## config.mk

```make
export PLATFORM = sky130hd
export DESIGN_NAME = processor_sharing_queue
export DESIGN_NICKNAME = d
export VERILOG_FILES = /design/src/rtl/psq_pkg.sv /design/src/rtl/psq_divider.sv /design/src/rtl/processor_sharing_queue.sv
export SDC_FILE = /design/constraint.sdc
export NUM_CORES = 2
export LEC_CHECK = 0
export BUFFER_PORTS_ARGS = -buffer_cell sky130_fd_sc_hd__buf_2
export CORE_UTILIZATION = 60
export CTS_BUF_LIST = sky130_fd_sc_hd__clkbuf_8
export CTS_CLUSTER_SIZE = 28
export DETAILED_ROUTE_END_ITERATION = 7
export PLACE_DENSITY_LB_ADDON = 0.08
export SYNTH_ARGS = -nofsm -noshare
export SYNTH_HDL_FRONTEND = slang
export SYNTH_HIERARCHICAL = 1
export SYNTH_SLANG_ARGS = --single-unit
```

## constraint.sdc

```tcl
create_clock -name clock -period 24.2 [get_ports clock]
set_input_delay 7.26 -clock clock [delete_from_list [all_inputs] [get_ports clock]]
set_output_delay 7.26 -clock clock [all_outputs]
set_load 0.01 [all_outputs]
```

## src/rtl/psq_pkg.sv

```systemverilog
// Shared types and constants for the processor-sharing queue.
`timescale 1ns / 1ps
package psq_pkg;
   localparam int MAX_JOBS   = 16;
   localparam int TAG_BITS   = 16;
   localparam int IDX_BITS   = $clog2(MAX_JOBS);
   localparam int CNT_BITS   = $clog2(MAX_JOBS + 1);
   localparam int WORK_BITS  = 32;
   localparam int TAG_OUT    = 16;
   localparam int ADDR_BITS  = 1;
   localparam logic [31:0] RATE_RESET = 32'h0001_0000;

   typedef enum logic [1:0] {
      CMD_ARRIVE  = 2'd0,
      CMD_ADVANCE = 2'd1,
      CMD_DEPART  = 2'd2,
      CMD_NONE    = 2'd3
   } cmd_type;

   localparam logic [ADDR_BITS-1:0] REG_SERVICE_RATE = '0;

   // divider control: start with a 64-bit dividend and a 32-bit divisor
   typedef struct packed {
      logic        start;
      logic [63:0] dividend;
      logic [31:0] divisor;
   } div_req_type;

   typedef struct packed {
      logic        done;
      logic [63:0] quotient;
   } div_rsp_type;
endpackage

```

## src/rtl/psq_divider.sv

```systemverilog
// Radix-2 restoring divider, one quotient bit per cycle.
`timescale 1ns / 1ps
module psq_divider (
   input  logic                clock,
   input  logic                reset,
   input  psq_pkg::div_req_type req,
   output psq_pkg::div_rsp_type rsp
);
   import psq_pkg::*;

   logic [63:0] quo_ff, quo_in;
   logic [32:0] rem_ff, rem_in;
   logic [31:0] dsr_ff, dsr_in;
   logic [6:0]  cnt_ff, cnt_in;
   logic        busy_ff, busy_in;
   logic        done_ff, done_in;
   logic [32:0] trial;
   logic [33:0] diff;

   always_comb begin
      quo_in  = quo_ff;
      rem_in  = rem_ff;
      dsr_in  = dsr_ff;
      cnt_in  = cnt_ff;
      busy_in = busy_ff;
      done_in = 1'b0;
      trial   = {rem_ff[31:0], quo_ff[63]};
      diff    = {1'b0, trial} - {2'b00, dsr_ff};
      if (req.start) begin
         quo_in  = req.dividend;
         rem_in  = '0;
         dsr_in  = req.divisor;
         cnt_in  = 7'd64;
         busy_in = 1'b1;
      end else if (busy_ff) begin
         // shift in one dividend bit, subtract where it fits
         if (!diff[33]) begin
            rem_in = diff[32:0];
            quo_in = {quo_ff[62:0], 1'b1};
         end else begin
            rem_in = trial;
            quo_in = {quo_ff[62:0], 1'b0};
         end
         cnt_in = cnt_ff - 7'd1;
         if (cnt_ff == 7'd1) begin
            busy_in = 1'b0;
            done_in = 1'b1;
         end
      end
   end

   always_ff @(posedge clock) begin
      if (reset) begin
         busy_ff <= 1'b0;
         done_ff <= 1'b0;
         cnt_ff  <= '0;
      end else begin
         busy_ff <= busy_in;
         done_ff <= done_in;
         cnt_ff  <= cnt_in;
      end
      quo_ff <= quo_in;
      rem_ff <= rem_in;
      dsr_ff <= dsr_in;
   end

   assign rsp.done     = done_ff;
   assign rsp.quotient = quo_ff;
endmodule

```

## src/rtl/processor_sharing_queue.sv

```systemverilog
// Top level of the processor-sharing queue: job table, sequencer and CSR.
//  channel  | ports         | direction
//  request  | req_*         | in, valid/stall
//  response | rsp_*         | out, valid/stall
//  config   | csr_* (APB)   | in, write/read
// Table sweeps step through the held jobs one entry at a time, and each division runs in the
// shared one-bit-per-cycle divider. Advance on a held queue runs two divisions (share,
// completion time), arrival and depart run one; an empty queue or a zero rate skips the
// completion division.
// Reset is synchronous; it empties the table and sets service_rate to 1.0.
// A stalled response holds; the request side stalls until that response leaves.
`timescale 1ns / 1ps
module processor_sharing_queue (
   input  logic                               clock,
   input  logic                               reset,
   input  logic                               req_valid,
   output logic                               req_stall,
   input  logic [1:0]                         req_cmd,
   input  logic [15:0]                        req_job_tag,
   input  logic [31:0]                        req_work_amount,
   input  logic [31:0]                        req_elapsed_time,
   output logic                               rsp_valid,
   input  logic                               rsp_stall,
   output logic [31:0]                        rsp_next_completion,
   output logic                               rsp_queue_empty,
   output logic [4:0]                         rsp_active_count,
   output logic                               rsp_departed_valid,
   output logic [15:0]                        rsp_departed_tag,
   output logic                               rsp_arrival_dropped,
   input  logic                               csr_psel,
   input  logic                               csr_penable,
   input  logic                               csr_pwrite,
   input  logic [psq_pkg::ADDR_BITS+1:0]      csr_paddr,
   input  logic [31:0]                        csr_pwdata,
   output logic [31:0]                        csr_prdata,
   output logic                               csr_pready
);
   import psq_pkg::*;

   typedef enum logic [3:0] {
      S_IDLE, S_SHARE_DIV, S_SHARE_WAIT, S_SUB, S_MIN, S_SHIFT,
      S_MIN2, S_MUL, S_CT_WAIT, S_OUT
   } state_type;

   logic [WORK_BITS-1:0] work_mem [MAX_JOBS];
   logic [TAG_BITS-1:0]  tag_mem  [MAX_JOBS];

   state_type            state_ff;
   logic [CNT_BITS-1:0]  count_ff;
   logic [31:0]          rate_ff;
   logic [CNT_BITS-1:0]  ptr_ff;
   logic [IDX_BITS-1:0]  best_ff;
   logic [WORK_BITS-1:0] min_ff;
   logic [31:0]          amount_ff;
   logic                 subbig_ff;
   logic [63:0]          num_ff;
   logic                 dvalid_ff;
   logic [15:0]          dtag_ff;
   logic                 drop_ff;
   logic                 rvalid_ff;
   logic [31:0]          nc_ff;
   div_req_type          dreq;
   div_rsp_type          drsp;
   logic [IDX_BITS-1:0]  pidx;
   logic [IDX_BITS-1:0]  pnext;
   logic                 cfg_wr;
   logic [36:0]          ct_prod;

   psq_divider u_div (.clock(clock), .reset(reset), .req(dreq), .rsp(drsp));

   assign pidx      = ptr_ff[IDX_BITS-1:0];
   assign pnext     = IDX_BITS'(ptr_ff + 1'b1);
   assign ct_prod   = 37'(min_ff) * 37'(count_ff);
   assign cfg_wr    = csr_psel && csr_penable && csr_pwrite &&
                      (csr_paddr[ADDR_BITS+1:2] == REG_SERVICE_RATE);
   assign csr_pready = 1'b1;
   assign csr_prdata = (csr_paddr[ADDR_BITS+1:2] == REG_SERVICE_RATE) ? rate_ff : '0;
   assign req_stall = (state_ff != S_IDLE) || rvalid_ff;
   assign rsp_valid = rvalid_ff;

   always_comb begin
      dreq          = '0;
      dreq.start    = 1'b0;
      if (state_ff == S_SHARE_DIV) begin
         dreq.start    = 1'b1;
         dreq.dividend = num_ff;
         dreq.divisor  = 32'(count_ff);
      end else if (state_ff == S_MUL && rate_ff != '0) begin
         dreq.start    = 1'b1;
         dreq.dividend = {11'd0, ct_prod, 16'h0000};
         dreq.divisor  = rate_ff;
      end
   end

   always_ff @(posedge clock) begin
      if (reset) begin
         state_ff  <= S_IDLE;
         count_ff  <= '0;
         rate_ff   <= RATE_RESET;
         rvalid_ff <= 1'b0;
      end else begin
         if (cfg_wr) rate_ff <= csr_pwdata;
         if (rvalid_ff && !rsp_stall) rvalid_ff <= 1'b0;
         unique case (state_ff)
            S_IDLE: begin
               if (req_valid && !req_stall) begin
                  dvalid_ff  <= 1'b0;
                  dtag_ff    <= '0;
                  drop_ff    <= 1'b0;
                  ptr_ff     <= CNT_BITS'(1);
                  best_ff    <= '0;
                  unique case (cmd_type'(req_cmd))
                     CMD_ARRIVE: begin
                        if (count_ff >= CNT_BITS'(MAX_JOBS)) drop_ff <= 1'b1;
                        else begin
                           work_mem[count_ff[IDX_BITS-1:0]] <= req_work_amount;
                           tag_mem[count_ff[IDX_BITS-1:0]]  <=
                              TAG_BITS'(req_job_tag);
                           count_ff <= count_ff + 1'b1;
                        end
                        state_ff <= S_MIN2;
                     end
                     CMD_ADVANCE: begin
                        num_ff   <= 64'(req_elapsed_time) * 64'(rate_ff);
                        state_ff <= (count_ff == '0) ? S_MIN2 : S_SHARE_DIV;
                     end
                     CMD_DEPART: state_ff <= (count_ff == '0) ? S_MIN2 : S_MIN;
                     default:    state_ff <= S_MIN2;
                  endcase
               end
            end
            S_SHARE_DIV: state_ff <= S_SHARE_WAIT;
            S_SHARE_WAIT: if (drsp.done) begin
               amount_ff <= drsp.quotient[47:16];
               subbig_ff <= drsp.quotient[63:48] != '0;
               ptr_ff    <= '0;
               state_ff  <= S_SUB;
            end
            S_SUB: begin
               // saturating subtract, one entry per cycle
               if (ptr_ff < count_ff)
                  work_mem[pidx] <= (subbig_ff || work_mem[pidx] <= amount_ff) ?
                                    '0 : work_mem[pidx] - amount_ff;
               if (ptr_ff >= count_ff || ptr_ff == CNT_BITS'(MAX_JOBS - 1)) begin
                  ptr_ff   <= CNT_BITS'(1);
                  best_ff  <= '0;
                  state_ff <= S_MIN2;
               end else ptr_ff <= ptr_ff + 1'b1;
            end
            S_MIN: begin
               // scan for least work, earliest wins ties
               if (ptr_ff < count_ff && work_mem[pidx] < work_mem[best_ff])
                  best_ff <= pidx;
               if (ptr_ff >= count_ff) begin
                  dvalid_ff <= 1'b1;
                  dtag_ff   <= 16'(tag_mem[best_ff]);
                  amount_ff <= work_mem[best_ff];
                  subbig_ff <= 1'b0;
                  ptr_ff    <= CNT_BITS'(best_ff);
                  state_ff  <= S_SHIFT;
               end else ptr_ff <= ptr_ff + 1'b1;
            end
            S_SHIFT: begin
               // compact the table over the removed entry
               if (ptr_ff + 1'b1 < count_ff) begin
                  work_mem[pidx] <= work_mem[pnext];
                  tag_mem[pidx]  <= tag_mem[pnext];
                  ptr_ff <= ptr_ff + 1'b1;
               end else begin
                  count_ff <= count_ff - 1'b1;
                  ptr_ff   <= '0;
                  state_ff <= S_SUB;
               end
            end
            S_MIN2: begin
               if (ptr_ff < count_ff && work_mem[pidx] < work_mem[best_ff])
                  best_ff <= pidx;
               if (ptr_ff >= count_ff) begin
                  min_ff   <= work_mem[best_ff];
                  state_ff <= S_MUL;
               end else ptr_ff <= ptr_ff + 1'b1;
            end
            S_MUL: begin
               if (count_ff == '0) begin
                  nc_ff <= '0; state_ff <= S_OUT;
               end else if (rate_ff == '0) begin
                  nc_ff <= '1; state_ff <= S_OUT;
               end else state_ff <= S_CT_WAIT;
            end
            S_CT_WAIT: if (drsp.done) begin
               nc_ff    <= (drsp.quotient[63:32] != '0) ? '1 : drsp.quotient[31:0];
               state_ff <= S_OUT;
            end
            S_OUT: begin
               rvalid_ff <= 1'b1;
               state_ff  <= S_IDLE;
            end
            default: state_ff <= S_IDLE;
         endcase
      end
   end

   assign rsp_next_completion = nc_ff;
   assign rsp_queue_empty     = count_ff == '0;
   assign rsp_active_count    = 5'(count_ff);
   assign rsp_departed_valid  = dvalid_ff;
   assign rsp_departed_tag    = dtag_ff;
   assign rsp_arrival_dropped = drop_ff;
endmodule

```

==> metrics.cfg <==
[run_status]
status=completed

[timing]
setup_tns_ps=0
max_freq_ghz=0.0655
finClkSkew_ps=50.6
setup_violations=0
finalMaxSlewViolations=0
slew_headroom_pct=13.2
post-route-period-util_pct=63.1
worstMarginPinSlew_ps=1290
timing.hold.ws_ps=460
hold_violations=0
rsz0062_at_grt=no
layout_min_cycle_time_ps=15260

[synthesis]
synthArstFlopShare_pct=0
yosys_warnings=6
yosys.area.top_type_share_pct=32.5
syn_avg_cell_area_sq_um=12.2
yosys.area.top_type=edfxtp_1
synth_edf_count=1052
syn-num-nets=9501
ys_ff_latch=1143
synth-seq-area-share_pct=34.4
ys_top_cells_by_area=edfxtp_1 32%, fa_1 20%, mux4_2 15%
netlist_instances=7965
netlist_area_sq_um=97300
synth_top_flop_cell=edfxtp_1
synth.distinct_cells=90

[final_layout]
area_delta_synth_final_pct=7.04
register_area_sq_um=33400
fin_nets=9509
drive_above_1_share_pct=17.2
multi_input_area_sq_um=58100
final_cells=10300
fillers=12400

[cts]
clk_pin_slew_ps=60
numCtsBuffers=191
cts_root_buf=clkbuf_8
cts_htree_levels=4
post_cts_resize_count=0
clockBufferDepth=3
postCtsHoldBufs=0
clock_latency_ps=960
clock_sinks=1143
cts_tree=built
post_cts_buffers=0

[min_path]
min_to=rate_ff[10]
hp-class=reg2reg
worstHoldStart=rate_ff[10]
hold_depth=2

[grt]
grt_max_degree=132
grt_pass1_wl_microns=408000
overflow=0
grt_usage_pct=33.2
antenna_found_initial=12
grt_pass1_vias=68000

[placed_design]
hpwl_microns=178000
placed_cells=9940
place_congestion=0.910
io_buffers=211

[die]
boundaryPins=215
fp.dieW_microns=405
dieArea_sq_um=164000
start_util_pct=60.5
fp.dieH_microns=405
core_sq_um=161000
num_rows=147

[detailed_routing]
routed-wl-met2_microns=129000
first_iter_violations=6249
met1Wirelength_microns=101000
num_vias=65200
wl_met3_microns=25600
firstDrtPassIters=6
viasPerCell=6.32
ant_nets=0
highest_layer=met4
drc=0
wl_per_cell_microns=25.6
totalWireLength_microns=264000

[setup_path]
rr_endpoint=num_ff[63]
r2r_slack_ps=15000
crit_arrival_ps=8000
rr_startpoint=rate_ff[23]
endpoint_kind=output pin
worst-path-max-fanout=34
critPathKind=in2out
crit_path_start_kind=primary input
reg2regPathDepth=22
critPathRequiredTime_ps=16940

[job]
max_cap_viol_count=0

[power]
p_leak_nw=42.5
power_density_nw_per_um2=87.0
vdd_drop_max_mv=0.143

## power by group
part	internal (mW)	leakage, nW	total [mW]	switching [mW]
Sequential	2.42	10.3	2.65	0.236
Clock	0.875	2.15	1.73	0.853
Combinational	2.10	30.0	4.67	2.57
Total	5.40	42.5	9.06	3.66
## flip-flops by register name (all words and copies together), names as in the netlist, 4 cells and up, named ones only
register,cells
rsp_next_completion,32
state_ff,4
work_mem,512
rsp_departed_tag,16
min_ff,32
u_div/rem_ff,32
ptr_ff,5
u_div/quo_ff,64
best_ff,4
rsp_active_count,5
tag_mem,256
rate_ff,32
u_div/cnt_ff,7
u_div/dsr_ff,32
amount_ff,32
num_ff,64
## kinds of logic (layout without fill, tap and decap cells)
group,after synthesis,after routing,synth area share (%)
simple gates,2120,2120,11.0
mux,746,746,16.0
buf+inv,1592,1760,6.17
compound gates,810,810,5.38
other cells,1,14,0.00386
flops,1143,1143,34.4
xor+xnor,141,141,1.27
fa+ha+maj,1412,1412,25.8
## worst max-delay path, stage by stage
cell     delay (ps)
buf_2           440
nor2b_1         120
buf_2           170
## cell usage in the layout (no fill, tap or decap), types with 15 or more instances in the layout
cell,Yosys,final
buf_2,10,211
and2_1,744,744
nand3_1,52,51
nor2_2,0,16
a21o_1,91,91
and3_1,59,57
nor2b_1,52,52
mux2_2,96,96
edfxtp_1,1052,1052
clkinv_2,0,30
o21bai_1,36,36
a22o_1,15,15
dfxtp_1,91,82
or3_1,20,20
nor4_1,29,28
o31ai_1,16,16
fa_1,989,989
nor2_4,1,19
o21ai_0,59,58
nor3_1,37,35
o21ai_1,107,107
a21oi_1,232,232
ha_1,423,422
clkinv_1,1,40
xor2_1,57,56
nand4_1,31,31
nand2_1,836,836
a311oi_1,25,25
xnor2_1,84,84
buf_4,3,109
a31oi_1,30,30
o21a_1,62,62
nand2b_1,18,18
nor2_1,186,152
mux4_2,640,640
clkbuf_8,0,198
inv_1,1076,1130
a211oi_1,22,22
## per-layer routing
layer  vias to the layer above  global-route usage [%]
li1                      27600                       -
met1                     33700                    44.5
met2                      3316                    54.1
met3                       534                    6.75
met4                         0                    11.9
met5                         -                       0
## area by class of cell
cell class / count / area share [%]
Timing Repair Buffer: 325 / 1.90
Sequential cell: 1143 / 32.1
Inverter: 1082 / 3.90
Tap cell: 2160 / 2.60
Clock inverter: 155 / 1.03
Clock buffer: 198 / 2.62
Antenna cell: 13 / 0.0312
Multi-Input combinational cell: 5230 / 55.8
## cell usage after synthesis, types with 16 or more instances
master    number
inv_1       1076
edfxtp_1    1052
fa_1         989
nand2_1      836
and2_1       744
mux4_2       640
clkbuf_1     436
ha_1         423
a21oi_1      232
nor2_1       186
o21ai_1      107
mux2_2        96
a21o_1        91
dfxtp_1       91
xnor2_1       84
o21a_1        62
buf_1         61
and3_1        59
o21ai_0       59
xor2_1        57
nand3_1       52
nor2b_1       52
nor3_1        37
o21bai_1      36
nand4_1       31
a31oi_1       30
nor4_1        29
a311oi_1      25
a211oi_1      22
or3_1         20
nand2b_1      18
o31ai_1       16
## stage by stage
stage               setup WS [ps]  utilization (%)  total power, mW  cell area (sq um)
finish                       8940             64.8             9.06             104000
global route                 8840             64.8             9.52             104000
CTS                          8940             64.7             9.04             104000
detailed placement           8230             62.4             7.30             100000
global placement             8270             62.4             7.25             100000
floorplan                    9300                -             5.98              97300
## worst max-delay path by stage
stage | from | endpoint | slack [ps]
after detailed placement | req_elapsed_time[25] | num_ff[63] | 8230
after global placement | req_elapsed_time[24] | num_ff[63] | 8270
after global routing | csr_paddr[2] | csr_prdata[13] | 8840
final | csr_paddr[2] | csr_prdata[13] | 8940
after CTS | csr_paddr[2] | csr_prdata[13] | 8940
after floorplan | csr_paddr[2] | csr_prdata[10] | 9300
(Power assumes the default switching activity.)
